==> config.mk <==
export PLATFORM = sky130hd
export DESIGN_NAME = tacho_average_gauge_target
export DESIGN_NICKNAME = d
export VERILOG_FILES = /design/src/rtl/tag_pkg.sv /design/src/rtl/tacho_average_gauge_target.sv /design/src/rtl/tag_ring.sv /design/src/rtl/tag_smul.sv /design/src/rtl/tag_sdiv.sv
export SDC_FILE = /design/constraint.sdc
export NUM_CORES = 1
export LEC_CHECK = 0
export BUFFER_PORTS_ARGS = -buffer_cell sky130_fd_sc_hd__buf_4
export CAP_MARGIN = 30
export CORE_MARGIN = 3
export CORE_UTILIZATION = 37
export CTS_CLUSTER_SIZE = 14
export DETAILED_ROUTE_END_ITERATION = 10
export PLACE_DENSITY = 0.49
export SLEW_MARGIN = 20
export SYNTH_ARGS = -nofsm -noshare
export SYNTH_HDL_FRONTEND = slang
export SYNTH_HIERARCHICAL = 1
export SYNTH_SLANG_ARGS = --single-unit
export TNS_END_PERCENT = 1
==> constraint.sdc <==
create_clock -name clk -period 5.3 [get_ports clk]
set_input_delay 1.06 -clock clk [delete_from_list [all_inputs] [get_ports clk]]
set_output_delay 1.06 -clock clk [all_outputs]
set_load 0.005 [all_outputs]
==> src/rtl/tag_pkg.sv <==
// Shared constants for the tacho average gauge target block.
`timescale 1ns / 1ps
package tag_pkg;

	localparam int DATA_W            = 16;
	localparam int PROD_W            = 2 * DATA_W;
	localparam int CFG_IDX_W         = 2;
	localparam int MUL_CNT_W         = $clog2(DATA_W + 1);
	localparam int DIV_CNT_W         = $clog2(PROD_W + 1);

	localparam int DEFAULT_AVG_DEPTH = 8;

	// configuration register indexes
	typedef enum logic [CFG_IDX_W-1:0] {
		REG_MAX_STEPS  = 2'd0,
		REG_FULL_SCALE = 2'd1,
		REG_OVSP_LIMIT = 2'd2,
		REG_BAD_THRESH = 2'd3
	} reg_idx_t;

	localparam logic [DATA_W-1:0] TARGET_DEADBAND = 16'd20;
	localparam logic [DATA_W-1:0] SHOW_HYST       = 16'd10;
	localparam logic [DATA_W-1:0] WARN_RELEASE    = 16'd300;
	localparam logic [DATA_W-1:0] OVERRIDE_MARK   = 16'hFFFF;

	localparam logic [DATA_W-1:0] RST_MAX_STEPS   = 16'd0;
	localparam logic [DATA_W-1:0] RST_FULL_SCALE  = 16'd65535;
	localparam logic [DATA_W-1:0] RST_OVSP_LIMIT  = 16'd0;
	localparam logic [DATA_W-1:0] RST_BAD_THRESH  = 16'd64256;

endpackage

==> src/rtl/tacho_average_gauge_target.sv <==
// Top level: speed averaging ring, serial gauge target math, deadband and hysteresis.
//
//  channel   direction  handshake            payload
//  in        sink       in_valid / in_stall  io_override, timed_out, data_ready, raw_speed
//  out       source     out_valid / out_stall target_update, target_steps, average_speed,
//                                            shown_speed, overspeed_warning
//  cfg       sink       cfg_wr_en            cfg_index, cfg_data
//
// An item that stores no sample (override, or no fresh data) goes from idle
// straight to the last step. An item that stores a sample runs the serial
// divider twice (SUM_W = 16 + log2 depth bits for the average, 32 bits for the
// target) and the serial multiplier over 16 bits.
// One item is in work at a time; in_stall is high from acceptance to hand-off.
// The result register holds a finished item while out_stall is high; the next
// item is already taken and waits in its last step until the register frees.
// Reset is asynchronous; ring entries carry valid bits, so no clearing pass.
`timescale 1ns / 1ps
module tacho_average_gauge_target #(
	parameter int AVG_DEPTH = tag_pkg::DEFAULT_AVG_DEPTH
) (
	input  logic                              clk,
	input  logic                              arst_n,

	input  logic                              in_valid,
	output logic                              in_stall,
	input  logic                              io_override,
	input  logic                              timed_out,
	input  logic                              data_ready,
	input  logic [tag_pkg::DATA_W-1:0]        raw_speed,

	output logic                              out_valid,
	input  logic                              out_stall,
	output logic                              target_update,
	output logic [tag_pkg::DATA_W-1:0]        target_steps,
	output logic [tag_pkg::DATA_W-1:0]        average_speed,
	output logic [tag_pkg::DATA_W-1:0]        shown_speed,
	output logic                              overspeed_warning,

	input  logic                              cfg_wr_en,
	input  logic [tag_pkg::CFG_IDX_W-1:0]     cfg_index,
	input  logic [tag_pkg::DATA_W-1:0]        cfg_data
);
	import tag_pkg::*;

	localparam int SUM_W = DATA_W + $clog2(AVG_DEPTH);

	typedef enum logic [3:0] {
		ST_IDLE,
		ST_RD,
		ST_WR,
		ST_AVG_GO,
		ST_AVG_WAIT,
		ST_MUL_GO,
		ST_MUL_WAIT,
		ST_DIV_GO,
		ST_DIV_WAIT,
		ST_FINISH
	} state_t;

	function automatic logic [DATA_W-1:0] abs_diff(input logic [DATA_W-1:0] a,
			input logic [DATA_W-1:0] b);
		return (a > b) ? (a - b) : (b - a);
	endfunction

	// configuration
	logic [DATA_W-1:0] max_steps_q;
	logic [DATA_W-1:0] full_scale_q;
	logic [DATA_W-1:0] ovsp_limit_q;
	logic [DATA_W-1:0] bad_thresh_q;

	// sequencer and tick state
	state_t            state_q;
	logic [DATA_W-1:0] sample_q;
	logic [DATA_W-1:0] avg_q;
	logic [DATA_W-1:0] last_target_q;
	logic [DATA_W-1:0] held_q;
	logic              warn_q;
	logic              upd_q;
	logic [DATA_W-1:0] issued_q;

	// result register
	logic              out_valid_q;
	logic              out_upd_q;
	logic [DATA_W-1:0] out_steps_q;
	logic [DATA_W-1:0] out_avg_q;
	logic [DATA_W-1:0] out_shown_q;
	logic              out_warn_q;

	// unit hookup
	logic [SUM_W-1:0]     ring_sum;
	logic                 mul_done;
	logic [PROD_W-1:0]    mul_prod;
	logic                 div_start;
	logic [PROD_W-1:0]    div_dvd;
	logic [DATA_W-1:0]    div_dsr;
	logic [DIV_CNT_W-1:0] div_nbits;
	logic                 div_done;
	logic [PROD_W-1:0]    div_quot;

	// per-tick decode and end-of-tick checks
	logic              in_acc;
	logic              bad_sample;
	logic              out_free;
	logic [DATA_W-1:0] tgt;
	logic              tgt_move;
	logic [DATA_W-1:0] held_nxt;
	logic              warn_nxt;

	assign in_acc     = in_valid && !in_stall;
	assign in_stall   = (state_q != ST_IDLE);
	assign bad_sample = timed_out || (raw_speed >= bad_thresh_q);
	assign out_free   = !out_valid_q || !out_stall;

	// divider shared: average first (constant divisor), then the target
	assign div_start = (state_q == ST_AVG_GO) || (state_q == ST_DIV_GO);
	always_comb begin
		if (state_q == ST_AVG_GO) begin
			div_dvd   = {ring_sum, {(PROD_W - SUM_W){1'b0}}};
			div_dsr   = DATA_W'(AVG_DEPTH);
			div_nbits = DIV_CNT_W'(SUM_W);
		end else begin
			div_dvd   = mul_prod;
			div_dsr   = (full_scale_q == '0) ? DATA_W'(1) : full_scale_q;
			div_nbits = DIV_CNT_W'(PROD_W);
		end
	end

	// saturated target and deadband against the last one issued
	assign tgt      = (div_quot[PROD_W-1:DATA_W] != '0) ? OVERRIDE_MARK
	                                                    : div_quot[DATA_W-1:0];
	assign tgt_move = abs_diff(tgt, last_target_q) > TARGET_DEADBAND;

	// shown speed hysteresis and overspeed set/release on the current average
	assign held_nxt = (abs_diff(avg_q, held_q) > SHOW_HYST) ? avg_q : held_q;
	always_comb begin
		warn_nxt = warn_q;
		if (avg_q >= ovsp_limit_q) begin
			warn_nxt = 1'b1;
		end else if (ovsp_limit_q >= WARN_RELEASE && avg_q <= ovsp_limit_q - WARN_RELEASE) begin
			warn_nxt = 1'b0;
		end
	end

	tag_ring #(
		.DEPTH (AVG_DEPTH)
	) u_ring (
		.clk     (clk),
		.arst_n  (arst_n),
		.rd_en   (state_q == ST_RD),
		.wr_en   (state_q == ST_WR),
		.wr_data (sample_q),
		.sum     (ring_sum)
	);

	tag_smul u_mul (
		.clk    (clk),
		.arst_n (arst_n),
		.start  (state_q == ST_MUL_GO),
		.mcand  (max_steps_q),
		.mplier (avg_q),
		.done   (mul_done),
		.prod   (mul_prod)
	);

	tag_sdiv u_div (
		.clk      (clk),
		.arst_n   (arst_n),
		.start    (div_start),
		.dividend (div_dvd),
		.divisor  (div_dsr),
		.nbits    (div_nbits),
		.done     (div_done),
		.quot     (div_quot)
	);

	always_ff @(posedge clk or negedge arst_n) begin
		if (!arst_n) begin
			max_steps_q  <= RST_MAX_STEPS;
			full_scale_q <= RST_FULL_SCALE;
			ovsp_limit_q <= RST_OVSP_LIMIT;
			bad_thresh_q <= RST_BAD_THRESH;
		end else if (cfg_wr_en) begin
			unique case (reg_idx_t'(cfg_index))
				REG_MAX_STEPS:  max_steps_q  <= cfg_data;
				REG_FULL_SCALE: full_scale_q <= cfg_data;
				REG_OVSP_LIMIT: ovsp_limit_q <= cfg_data;
				REG_BAD_THRESH: bad_thresh_q <= cfg_data;
			endcase
		end
	end

	always_ff @(posedge clk or negedge arst_n) begin
		if (!arst_n) begin
			state_q       <= ST_IDLE;
			sample_q      <= '0;
			avg_q         <= '0;
			last_target_q <= '0;
			held_q        <= '0;
			warn_q        <= 1'b0;
			upd_q         <= 1'b0;
			issued_q      <= '0;
			out_valid_q   <= 1'b0;
			out_upd_q     <= 1'b0;
			out_steps_q   <= '0;
			out_avg_q     <= '0;
			out_shown_q   <= '0;
			out_warn_q    <= 1'b0;
		end else begin
			// load on hand-off, clear once the result is taken
			if (state_q == ST_FINISH && out_free) begin
				out_valid_q <= 1'b1;
			end else if (out_valid_q && !out_stall) begin
				out_valid_q <= 1'b0;
			end

			unique case (state_q)
				ST_IDLE: begin
					if (in_acc) begin
						upd_q    <= 1'b0;
						issued_q <= '0;
						sample_q <= bad_sample ? '0 : raw_speed;
						if (io_override) begin
							last_target_q <= OVERRIDE_MARK;
							state_q       <= ST_FINISH;
						end else if (bad_sample || data_ready) begin
							state_q <= ST_RD;
						end else begin
							state_q <= ST_FINISH;
						end
					end
				end
				ST_RD:       state_q <= ST_WR;
				ST_WR:       state_q <= ST_AVG_GO;
				ST_AVG_GO:   state_q <= ST_AVG_WAIT;
				ST_AVG_WAIT: begin
					if (div_done) begin
						avg_q   <= div_quot[DATA_W-1:0];
						state_q <= ST_MUL_GO;
					end
				end
				ST_MUL_GO:   state_q <= ST_MUL_WAIT;
				ST_MUL_WAIT: begin
					if (mul_done) begin
						state_q <= ST_DIV_GO;
					end
				end
				ST_DIV_GO:   state_q <= ST_DIV_WAIT;
				ST_DIV_WAIT: begin
					if (div_done) begin
						if (tgt_move) begin
							last_target_q <= tgt;
							upd_q         <= 1'b1;
							issued_q      <= tgt;
						end
						state_q <= ST_FINISH;
					end
				end
				ST_FINISH: begin
					if (out_free) begin
						held_q      <= held_nxt;
						warn_q      <= warn_nxt;
						out_upd_q   <= upd_q;
						out_steps_q <= issued_q;
						out_avg_q   <= avg_q;
						out_shown_q <= held_nxt;
						out_warn_q  <= warn_nxt;
						state_q     <= ST_IDLE;
					end
				end
				default:     state_q <= ST_IDLE;
			endcase
		end
	end

	assign out_valid         = out_valid_q;
	assign target_update     = out_upd_q;
	assign target_steps      = out_steps_q;
	assign average_speed     = out_avg_q;
	assign shown_speed       = out_shown_q;
	assign overspeed_warning = out_warn_q;

endmodule

==> src/rtl/tag_ring.sv <==
// Sample ring memory with valid bits, write pointer and running sum.
`timescale 1ns / 1ps
module tag_ring #(
	parameter int DEPTH = tag_pkg::DEFAULT_AVG_DEPTH
) (
	input  logic                                      clk,
	input  logic                                      arst_n,
	input  logic                                      rd_en,
	input  logic                                      wr_en,
	input  logic [tag_pkg::DATA_W-1:0]                wr_data,
	output logic [tag_pkg::DATA_W+$clog2(DEPTH)-1:0]  sum
);
	import tag_pkg::*;

	localparam int IDX_W = $clog2(DEPTH);
	localparam int SUM_W = DATA_W + IDX_W;

	logic [DATA_W-1:0] mem [DEPTH];
	logic [DEPTH-1:0]  vld_q;
	logic [IDX_W-1:0]  idx_q;
	logic [SUM_W-1:0]  sum_q;
	logic [DATA_W-1:0] rd_q;
	logic              old_vld_q;
	logic [DATA_W-1:0] old_val;

	// never-written entries count as zero
	assign old_val = old_vld_q ? rd_q : '0;
	assign sum     = sum_q;

	always_ff @(posedge clk) begin
		if (rd_en) begin
			rd_q <= mem[idx_q];
		end
		if (wr_en) begin
			mem[idx_q] <= wr_data;
		end
	end

	always_ff @(posedge clk or negedge arst_n) begin
		if (!arst_n) begin
			vld_q     <= '0;
			idx_q     <= '0;
			sum_q     <= '0;
			old_vld_q <= 1'b0;
		end else begin
			if (rd_en) begin
				old_vld_q <= vld_q[idx_q];
			end
			if (wr_en) begin
				sum_q        <= sum_q - SUM_W'(old_val) + SUM_W'(wr_data);
				vld_q[idx_q] <= 1'b1;
				if (idx_q == IDX_W'(DEPTH - 1)) begin
					idx_q <= '0;
				end else begin
					idx_q <= idx_q + 1'b1;
				end
			end
		end
	end

endmodule

==> src/rtl/tag_smul.sv <==
// Bit-serial 16x16 shift-add multiplier, one multiplier bit per cycle.
`timescale 1ns / 1ps
module tag_smul (
	input  logic                         clk,
	input  logic                         arst_n,
	input  logic                         start,
	input  logic [tag_pkg::DATA_W-1:0]   mcand,
	input  logic [tag_pkg::DATA_W-1:0]   mplier,
	output logic                         done,
	output logic [tag_pkg::PROD_W-1:0]   prod
);
	import tag_pkg::*;

	logic [DATA_W-1:0]    mcand_q;
	logic [DATA_W-1:0]    hi_q;
	logic [DATA_W-1:0]    lo_q;
	logic [MUL_CNT_W-1:0] cnt_q;
	logic                 done_q;
	logic [DATA_W:0]      psum;

	assign psum = {1'b0, hi_q} + (lo_q[0] ? {1'b0, mcand_q} : '0);
	assign prod = {hi_q, lo_q};
	assign done = done_q;

	always_ff @(posedge clk) begin
		if (start) begin
			mcand_q <= mcand;
			hi_q    <= '0;
			lo_q    <= mplier;
		end else if (cnt_q != '0) begin
			hi_q <= psum[DATA_W:1];
			lo_q <= {psum[0], lo_q[DATA_W-1:1]};
		end
	end

	always_ff @(posedge clk or negedge arst_n) begin
		if (!arst_n) begin
			cnt_q  <= '0;
			done_q <= 1'b0;
		end else begin
			done_q <= 1'b0;
			if (start) begin
				cnt_q <= MUL_CNT_W'(DATA_W);
			end else if (cnt_q != '0) begin
				cnt_q  <= cnt_q - 1'b1;
				done_q <= (cnt_q == MUL_CNT_W'(1));
			end
		end
	end

endmodule

==> src/rtl/tag_sdiv.sv <==
// Bit-serial restoring divider, 32-bit dividend by 16-bit divisor, one bit per cycle.
`timescale 1ns / 1ps
module tag_sdiv (
	input  logic                           clk,
	input  logic                           arst_n,
	input  logic                           start,
	input  logic [tag_pkg::PROD_W-1:0]     dividend,
	input  logic [tag_pkg::DATA_W-1:0]     divisor,
	input  logic [tag_pkg::DIV_CNT_W-1:0]  nbits,
	output logic                           done,
	output logic [tag_pkg::PROD_W-1:0]     quot
);
	import tag_pkg::*;

	// dividend is left aligned; nbits quotient bits land in the low end of quot
	logic [PROD_W-1:0]    dvd_q;
	logic [DATA_W-1:0]    dsr_q;
	logic [DATA_W-1:0]    rem_q;
	logic [PROD_W-1:0]    quo_q;
	logic [DIV_CNT_W-1:0] cnt_q;
	logic                 done_q;
	logic [DATA_W:0]      trial;
	logic [DATA_W:0]      diff;
	logic                 ge;

	assign trial = {rem_q, dvd_q[PROD_W-1]};
	assign ge    = trial >= {1'b0, dsr_q};
	assign diff  = trial - {1'b0, dsr_q};
	assign quot  = quo_q;
	assign done  = done_q;

	always_ff @(posedge clk) begin
		if (start) begin
			dvd_q <= dividend;
			dsr_q <= divisor;
			rem_q <= '0;
			quo_q <= '0;
		end else if (cnt_q != '0) begin
			dvd_q <= {dvd_q[PROD_W-2:0], 1'b0};
			rem_q <= ge ? diff[DATA_W-1:0] : trial[DATA_W-1:0];
			quo_q <= {quo_q[PROD_W-2:0], ge};
		end
	end

	always_ff @(posedge clk or negedge arst_n) begin
		if (!arst_n) begin
			cnt_q  <= '0;
			done_q <= 1'b0;
		end else begin
			done_q <= 1'b0;
			if (start) begin
				cnt_q <= nbits;
			end else if (cnt_q != '0) begin
				cnt_q  <= cnt_q - 1'b1;
				done_q <= (cnt_q == DIV_CNT_W'(1));
			end
		end
	end

endmodule

==> flow_summary.json, run 1 <==
{
  "status": "finished clean",
  "ys_seq_elements": 516,
  "yosysUniqueCellTypes": 110,
  "worstPathRequired_ps": 5820,
  "synth_area_per_cell_um2": 11.1,
  "yosys.area.top_type": "edfxtp_1",
  "comb_power_share_pct": 53.5,
  "gp_congestion": 0.810,
  "die_area_mm2": 0.0796,
  "switching_share_pct": 43.6,
  "p_seq_share_pct": 28.5,
  "routed_via_density": 5.44,
  "synthFlopType": "edfxtp_1",
  "end_kind": "flip-flop",
  "fp-row-count": 100,
  "post-dp-hpwl_um": 56500,
  "min_period_ps": 4830,
  "synth_edf_count": 224,
  "grt_usage_pct": 19.8,
  "yosysSeqAreaShare_pct": 48.7,
  "drt_iter0_drc": 1274,
  "ir_drop_v": 0.000388,
  "grt_pass1_vias": 20200,
  "worst_pin_slew_ps": 982,
  "syn2layout_area_growth_pct": 13.7,
  "whs_ps": 443,
  "htree_levels": 2,
  "fmax_mhz": 207,
  "cts_buffers": 59,
  "ios": 94,
  "worstSkewPairLatency_ps": 650,
  "postSynthCellCount": 2537,
  "cts_tree": "yes",
  "startpoint_type": "flip-flop",
  "finalClockSkew_ps": 49.0,
  "criticalPathCategory": "reg -> reg",
  "crit_arrival_ps": 5350,
  "multi_input_area_mm2": 0.0132,
  "clock-root-buffer": "clkbuf_16",
  "fillers": 7144,
  "grt_max_degree": 99,
  "drive_gt1_share_pct": 20.3,
  "wl_per_cell_um": 21.4,
  "drc": 0,
  "dpl.cell_count": 3537,
  "cp_cell_sequence": "nor4_1 -> nand4_2 -> buf_4 -> nor2_1 -> inv_1 -> ha_1 -> a21oi_1 -> a21boi_1 -> a311oi_2 -> a21o_4 -> mux2_4 -> o211ai_2 -> nand4_1 -> nor4_1 -> o2111a_2 -> buf_4 -> o21ai_0 -> o31ai_1",
  "start_util_pct": 37.6,
  "core-area_mm2": 0.0749,
  "die_w_um": 282,
  "gr-total-overflow": 0,
  "ant_nets": 0,
  "crit_family": "compound AO/OA/AOI/OAI gates",
  "clkPwrFrac_pct": 18.0,
  "final_max_slew_viol_count": 0,
  "nets": 2863,
  "drt_wl_total_um": 78400,
  "setup_viol": 0,
  "synth_area_leaders": "edfxtp_1 (24%), dfrtp_1 (18%), mux2_2 (7.7%)",
  "leakagePower_nw": 13.5,
  "clkTransAtPathRegs_ps": 60,
  "finalSetupTns_ps": 0,
  "p_switching_mw": 9.71,
  "fin_crit_sh_pct": 91.2,
  "crit_path_max_incr_delay_ps": 510,
  "seq_area_mm2": 0.0137,
  "min_path_type": "reg -> reg",
  "synth_warnings": 6,
  "rsz0062_at_grt": "no",
  "hold_viol_final": 0,
  "clk_path_buf_depth": 3,
  "crit_fanout": 32,
  "numPortBuffers": 93,
  "drt_first_pass_iters": 6,
  "num_vias": 19900,
  "synth_top_area_share_pct": 23.8,
  "slew_headroom_pct": 34.3,
  "final_cells": 3657,
  "cp_slowest_cell": "a311oi_2",
  "antenna_found_initial": 7,
  "cellPowerDensity_mw_per_mm2": 694,
  "pre_cts_slack_ps": 155,
  "cap_viol_max_count": 0,
  "setup_slack_ps": 465,
  "grt_pass1_wl_um": 121000,
  "p_int_mw": 12.6,
  "synthArstFlopShare_pct": 44.2,
  "die_h_um": 282,
  "critical_path_buf_inv_count": 3,
  "cts.sinks": 516,
  "synth_area_mm2": 0.0282
}
==> power by group through the flow <==
stage | Combinational, mW | Clock [mW] | Sequential [mW]
6_report | 11.9 | 4.02 | 6.35
3_3_place_gp | 11.7 | 0 | 6.45
5_1_grt | 13.3 | 4.30 | 6.49
2_1_floorplan | 8.95 | 0 | 5.99
4_1_cts | 11.8 | 4.15 | 6.41
3_5_place_dp | 11.7 | 0 | 6.47
==> metal layers <==
metal / part of all wire [%] / vias to the layer above / wire (um) / track usage [%]
met5: 0.022 / - / 17 / 0
met4: 2.6 / 2 / 2050 / 5.53
met3: 4.7 / 118 / 3650 / 3.66
met2: 47 / 403 / 36600 / 32.3
met1: 46 / 9915 / 36100 / 26.9
li1: - / 9450 / - / -
==> path summary, 6_finish.rpt <==
| kind | startpoint | to | slack, ps | depth (start not counted) |
|---|---|---|---|---|
| setup reg to reg | u_div/quot[17] | issued_q[6] | 470 | 18 |
| min in group asynchronous | arst_n | sample_q[13] | 460 | 1 |
| max in group asynchronous | arst_n | full_scale_q[1] | 3660 | 2 |
| hold reg to reg | max_steps_q[4] | u_mul/mcand_q[4] | 440 | 0 |
| setup / recovery | u_div/quot[17] | issued_q[6] | 470 | 18 |
| hold / removal | max_steps_q[4] | u_mul/mcand_q[4] | 440 | 0 |
==> stage by stage <==
step / cell area [um2] / util, % / power (mW)
5_1_grt: 32100 / 42.8 / 24.1
3_5_place_dp: 30100 / 40.2 / 18.2
2_1_floorplan: 28200 / - / 14.9
4_1_cts: 32000 / 42.7 / 22.4
3_3_place_gp: 30000 / 40.1 / 18.1
6_report: 32100 / 42.8 / 22.3
==> registers in the layout, indices dropped and copies added (netlist names), 19 cells and up <==
signal	cells
u_div/dvd_q	32
u_div/quot	32
u_ring/mem	128
u_ring/sum	19
==> Yosys cell counts, types with 14 or more instances <==
cell type	count
a211oi_1	14
a21o_1	52
a21oi_1	101
a221oi_1	20
a22o_1	33
a22oi_1	15
a31oi_1	25
and2_1	35
and3_1	18
buf_2	23
clkbuf_1	68
dfrtp_1	205
dfstp_2	23
dfxtp_1	64
edfxtp_1	224
fa_1	22
ha_1	166
inv_1	209
mux2_2	193
mux2i_1	48
nand2_1	186
nand2b_1	18
nand3_1	34
nand4_1	22
nor2_1	118
nor2b_1	41
nor3_1	43
nor4_1	17
o211ai_1	16
o21a_1	19
o21ai_0	131
o22ai_1	15
o31ai_1	29
xnor2_1	52
xor2_1	17
==> cell families (layout without fill, tap and decap cells) <==
logic type,after synthesis,count (layout),synth area share [%]
AOI/OAI and AO/OA,593,593,14.9
and+or+nand+nor,592,592,10.6
buffers and inverters,327,473,4.85
muxes,251,251,9.90
DFF,516,516,48.7
xor gates and xnor gates,69,69,2.14
other,1,6,0.0133
adders and majority gates,188,188,8.92
==> placed cells by master (no fill, tap or decap), types with 40 or more instances in the layout <==
master / netlist / layout
buf_4: 5 / 141
mux2i_1: 48 / 48
a21o_1: 52 / 52
clkbuf_16: 0 / 59
xnor2_1: 52 / 52
edfxtp_1: 224 / 224
nor2_1: 118 / 116
o21ai_0: 131 / 131
a21oi_1: 101 / 101
nand2_1: 186 / 185
dfrtp_1: 205 / 202
nor2b_1: 41 / 40
mux2_2: 193 / 193
ha_1: 166 / 166
dfxtp_1: 64 / 64
inv_1: 209 / 209
==> cell type report <==
class	count	area share, %
Clock inverter	27	0.756
Timing Repair Buffer	152	3.81
Sequential cell	516	42.8
Multi-Input combinational cell	1695	41.1
Tap cell	969	3.78
Clock buffer	85	5.25
Antenna cell	4	0.0312
Inverter	209	2.44
==> worst reg2reg max path: stages, from the launching register on <==
cell and delay [ps]:
dfxtp_1 320, nor4_1 370, nand4_2 130, buf_4 220, nor2_1 210, inv_1 110
ha_1 390, a21oi_1 250, a21boi_1 110, a311oi_2 510, a21o_4 320, mux2_4 350
o211ai_2 140, nand4_1 100, nor4_1 340, o2111a_2 330, buf_4 320, o21ai_0 130
o31ai_1 100
==> repair_timing <==
| action | in CTS | in global routing |
|---|---|---|
| buffers inserted | 0 | 1 |
| endpoints found under the setup margin | 0 | 33 |
| gates resized for setup | 0 | 1 |
| hold buffers | 0 | 0 |
(Power assumes the default switching activity.)
==> inputs of run 2 (changes only) <==
CTS_BUF_LIST = sky130_fd_sc_hd__clkbuf_4 sky130_fd_sc_hd__clkbuf_8   (was not set)
==> flow_summary.json, run 2 (synthesis gave the netlist of run 1 again) <==
{
  "status": "finished clean",
  "comb_power_share_pct": 53.6,
  "p_seq_share_pct": 28.6,
  "slew_headroom_pct": 36.6,
  "drt_wl_total_um": 79000,
  "antenna_found_initial": 10,
  "worst_pin_slew_ps": 948,
  "hold_viol_final": 0,
  "largest_reg_flops": 128,
  "p_int_mw": 12.5,
  "fillers": 7161,
  "wl_per_cell_um": 21.2,
  "finalSetupTns_ps": 0,
  "grt_pass1_vias": 20400,
  "final_cells": 3720,
  "criticalPathCategory": "reg -> reg",
  "drc": 0,
  "cellPowerDensity_mw_per_mm2": 690,
  "cts_tree": "yes",
  "setup_slack_ps": 460,
  "layout_commonest_cell": "edfxtp_1",
  "cts.sinks": 516,
  "clock-root-buffer": "clkbuf_8",
  "cap_viol_max_count": 0,
  "end_kind": "flip-flop",
  "place_area_mm2": 0.0301,
  "ios": 94,
  "min_period_ps": 4840,
  "clkPwrFrac_pct": 17.8,
  "setup_viol": 0,
  "clkTransAtPathRegs_ps": 60,
  "grt_usage_pct": 20.0,
  "pre_cts_slack_ps": 155,
  "grt_max_degree": 99,
  "final_cell_mix": "edfxtp_1 (224), inv_1 (209), dfrtp_1 (202)",
  "crit_fanout": 32,
  "die_area_mm2": 0.0796,
  "regMostFlops": "u_ring/mem",
  "fp-row-count": 100,
  "ir_drop_v": 0.000376,
  "p_switching_mw": 9.71,
  "drt_first_pass_iters": 5,
  "crit_arrival_ps": 5420,
  "gp_congestion": 0.810,
  "clk_path_buf_depth": 3,
  "syn2layout_area_growth_pct": 13.9,
  "grt_pass1_wl_um": 122000,
  "finalCoreUtilization_pct": 42.9,
  "final_max_slew_viol_count": 0,
  "finalClockSkew_ps": 38.7,
  "core-area_mm2": 0.0749,
  "fin_area_mm2": 0.0321,
  "htree_levels": 3,
  "die_w_um": 282,
  "post-dp-hpwl_um": 56500,
  "startpoint_type": "flip-flop",
  "gr-total-overflow": 0,
  "start_util_pct": 37.6,
  "rsz0062_at_grt": "no",
  "leakagePower_nw": 13.6,
  "ant_nets": 0,
  "switching_share_pct": 43.8,
  "die_h_um": 282,
  "num_vias": 20100,
  "routed_via_density": 5.39,
  "dpl.cell_count": 3537,
  "numPortBuffers": 93,
  "drive_gt1_share_pct": 22.3,
  "worstPathRequired_ps": 5880,
  "cts_buffers": 92,
  "worstSkewPairLatency_ps": 700,
  "fmax_mhz": 207,
  "min_path_type": "in -> async",
  "drt_iter0_drc": 1311,
  "fin_crit_sh_pct": 91.3,
  "reg2reg_slack_ps": 460,
  "nets": 2896
}
[run 2: path summary, 6_finish.rpt]
| kind | startpoint | to | cells after the start |
|---|---|---|---|
| min reg2reg | max_steps_q[13] | u_mul/mcand_q[13] | 0 |
| max reg2reg | u_div/quot[17] | issued_q[14] | 18 |
| max | u_div/quot[17] | issued_q[14] | 18 |
| max in group asynchronous | arst_n | full_scale_q[14] | 2 |
| min in group clk | max_steps_q[13] | u_mul/mcand_q[13] | 0 |
| min | arst_n | sample_q[14] | 1 |
[run 2: layout make-up]
| type | instances | area, um2 | area share, % |
|---|---|---|---|
| flip-flops and latches | 516 | 13700 | 42.8 |
| multi-input cells | 1695 | 13200 | 41.0 |
| repair buffers | 152 | 1220 | 3.81 |
| clock inverters | 34 | 255 | 0.794 |
| inverters | 209 | 785 | 2.44 |
| clock buffers | 139 | 1730 | 5.37 |
| well taps | 969 | 1210 | 3.77 |
| diodes | 6 | 15.0 | 0.0467 |
[run 2: worst max-delay path, stage by stage (launching register included)]
cell and delay, ps:
dfxtp_1 320, nor4_1 380, nand4_2 130, buf_4 220
nor2_1 210, inv_1 110, ha_1 390, a21oi_1 250
a21boi_1 110, a311oi_2 510, a21o_4 310, mux2_4 350
o211ai_2 140, nand4_1 100, nor4_1 340, o2111a_2 340
buf_4 310, o21ai_0 120, o31ai_1 90
[run 2: what timing repair did]
| item | CTS | global route |
|---|---|---|
| resized for setup | 0 | 1 |
| hold buffers | 0 | 0 |
| buffers inserted | 0 | 1 |
| endpoints found under the setup margin | 0 | 33 |
[run 2: power by group through the flow]
stage / Clock [mW] / Combinational [mW] / Sequential [mW]
2_1_floorplan: 0 / 8.95 / 5.99
3_3_place_gp: 0 / 11.7 / 6.45
3_5_place_dp: 0 / 11.7 / 6.47
4_1_cts: 4.06 / 11.8 / 6.41
5_1_grt: 4.25 / 13.3 / 6.49
6_report: 3.94 / 11.9 / 6.35
[run 2: per-layer routing]
metal  up-vias  share of wire, %  global-route usage (%)
met5         -             0.022                       0
met4         2               2.7                    5.83
met3       130               5.2                    4.33
met2       443                46                    32.3
met1      9966                46                    27.0
li1       9515                 -                       -
[run 2: through the flow]
step	hold slack [ps]	total power, mW
after floorplan	421	14.9
after global placement	426	18.1
after detailed placement	430	18.2
after CTS	401	22.3
after global routing	433	24.0
final	385	22.2
==> inputs of run 3 (changes only) <==
MAX_ROUTING_LAYER = met4   (was not set)
==> flow_summary.json, run 3 (synthesis gave the netlist of run 1 again) <==
{
  "cts.sinks": 516,
  "cap_viol_max_count": 0,
  "rsz0062_at_grt": "no",
  "finalClockSkew_ps": 48.3,
  "r2r-start": "u_div/quot[26]",
  "worstSkewPairLatency_ps": 700,
  "cts_tree": "yes",
  "die_h_um": 282,
  "start_util_pct": 37.6,
  "ant_nets": 0,
  "gr-total-overflow": 0,
  "gp_congestion": 0.822,
  "final_max_slew_viol_count": 0,
  "clkTransAtPathRegs_ps": 60,
  "status": "finished clean",
  "grt_pass1_vias": 20400,
  "criticalPathCategory": "reg -> reg",
  "grt_max_degree": 85,
  "layout_commonest_cell": "edfxtp_1",
  "numPortBuffers": 93,
  "top_layer_used": "met4",
  "ios": 94,
  "largest_reg_flops": 128,
  "crit_arrival_ps": 5490,
  "fillers": 7106,
  "finalSetupTns_ps": 0,
  "clk_path_buf_depth": 3,
  "reg2reg_slack_ps": 370,
  "crit_fanout": 32,
  "fin_area_mm2": 0.0322,
  "clock-root-buffer": "clkbuf_8",
  "drive_gt1_share_pct": 22.6,
  "syn2layout_area_growth_pct": 14.2,
  "antenna_found_initial": 7,
  "routed-wl-met2_um": 37000,
  "regMostFlops": "u_ring/mem",
  "dpl.cell_count": 3539,
  "fin_crit_sh_pct": 93.0,
  "r2r_end": "issued_q[13]",
  "fp-row-count": 100,
  "wl_met3_um": 3970,
  "power_mw": 22.3,
  "slew_headroom_pct": 33.8,
  "drt_first_pass_iters": 7,
  "drt_wl_total_um": 79600,
  "drc": 0,
  "htree_levels": 3,
  "wl_per_cell_um": 21.4,
  "ir_drop_v": 0.000329,
  "leakagePower_nw": 13.7,
  "routed_via_density": 5.43,
  "worstPathRequired_ps": 5860,
  "rr_worst_depth": 19,
  "hold_viol_final": 0,
  "die_w_um": 282,
  "drt_iter0_drc": 1324,
  "num_vias": 20200,
  "final_cell_mix": "edfxtp_1 (224), inv_1 (209), dfrtp_1 (202)",
  "grt_usage_pct": 20.7,
  "place_area_mm2": 0.0301,
  "wl_met1_um": 36700,
  "die_area_mm2": 0.0796,
  "min_path_type": "in -> async",
  "cellPowerDensity_mw_per_mm2": 691,
  "nets": 2898,
  "core-area_mm2": 0.0749,
  "grt_pass1_wl_um": 123000,
  "multi_input_area_mm2": 0.0132,
  "startpoint_type": "flip-flop",
  "seq_area_mm2": 0.0137,
  "setup_viol": 0,
  "fmax_mhz": 203,
  "worst_pin_slew_ps": 990,
  "min_period_ps": 4930,
  "post-dp-hpwl_um": 57000,
  "cts_buffers": 91,
  "end_kind": "flip-flop",
  "ctsHoldBuffers": 0,
  "final_cells": 3721
}
run 3: cell types whose count changed in the layout (fill, tap and decap cells not counted), sizes merged:
cell / previous run / this run
clkbuf: 139 / 145
clkinv: 27 / 22
bufinv: 3 / 2
inv: 211 / 212
diode: 6 / 5
clkinvlp: 2 / 0
buf: 152 / 155
run 3: final cells by class:
class                   count  share of cell area [%]
clock inverters            27                   0.722
multi-input cells        1695                    41.0
well taps                 969                    3.76
clock buffers             145                    5.48
inverters                 209                    2.44
repair buffers            155                    3.94
diodes                      5                  0.0388
flip-flops and latches    516                    42.7
run 3: worst max-delay path, stage by stage (launching register included):
cell and delay [ps]:
dfxtp_1 330, nor4_1 390, nand4_2 140, buf_4 220
buf_4 180, nor2_1 180, inv_1 90, ha_1 450
nor2_1 100, a211oi_1 310, o211ai_1 250, a21o_4 360
a21oi_1 380, xor2_1 180, nor2_1 50, o21ai_0 310
o2111a_2 350, buf_4 320, o21ai_0 130, o31ai_1 100
run 3: metrics by stage:
step           hold WS (ps)  setup WS (ps)  utilization, %
4_1_cts                 302           47.3            42.9
6_report                338            371            43.0
3_5_place_dp            431           78.4            40.2
5_1_grt                 333           42.9            43.0
2_1_floorplan           421            934               -
3_3_place_gp            426            113            40.1
run 3: timing repair:
item | 4_1_cts | 5_1_grt
endpoints found under the setup margin | 0 | 33
resized for setup | 0 | 2
buffers inserted | 0 | 1
run 3: power breakdown:
group | internal [mW] | switching (mW) | total [mW]
Sequential | 5.45 | 0.891 | 6.34
Clock | 2.23 | 1.73 | 3.96
Combinational | 4.80 | 7.15 | 12.0
Total | 12.5 | 9.77 | 22.3
run 3: layer usage:
layer  global-route usage, %  vias to the layer above
li1                        -                     9528
met1                    27.6                    10100
met2                    32.5                      477
met3                    3.73                      124
met4                    5.52                        0
met5                       -                        -
run 3: how the worst max path moves through the flow:
| stage | from | endpoint | slack, ps |
|---|---|---|---|
| 6_report | u_div/quot[26] | issued_q[13] | 370 |
| 5_1_grt | u_div/quot[26] | last_target_q[0] | 40 |
| 4_1_cts | u_div/quot[26] | upd_q | 50 |
| 3_5_place_dp | u_div/quot[26] | upd_q | 80 |
| 3_3_place_gp | u_div/quot[26] | upd_q | 110 |
| 2_1_floorplan | u_div/quot[26] | last_target_q[10] | 930 |
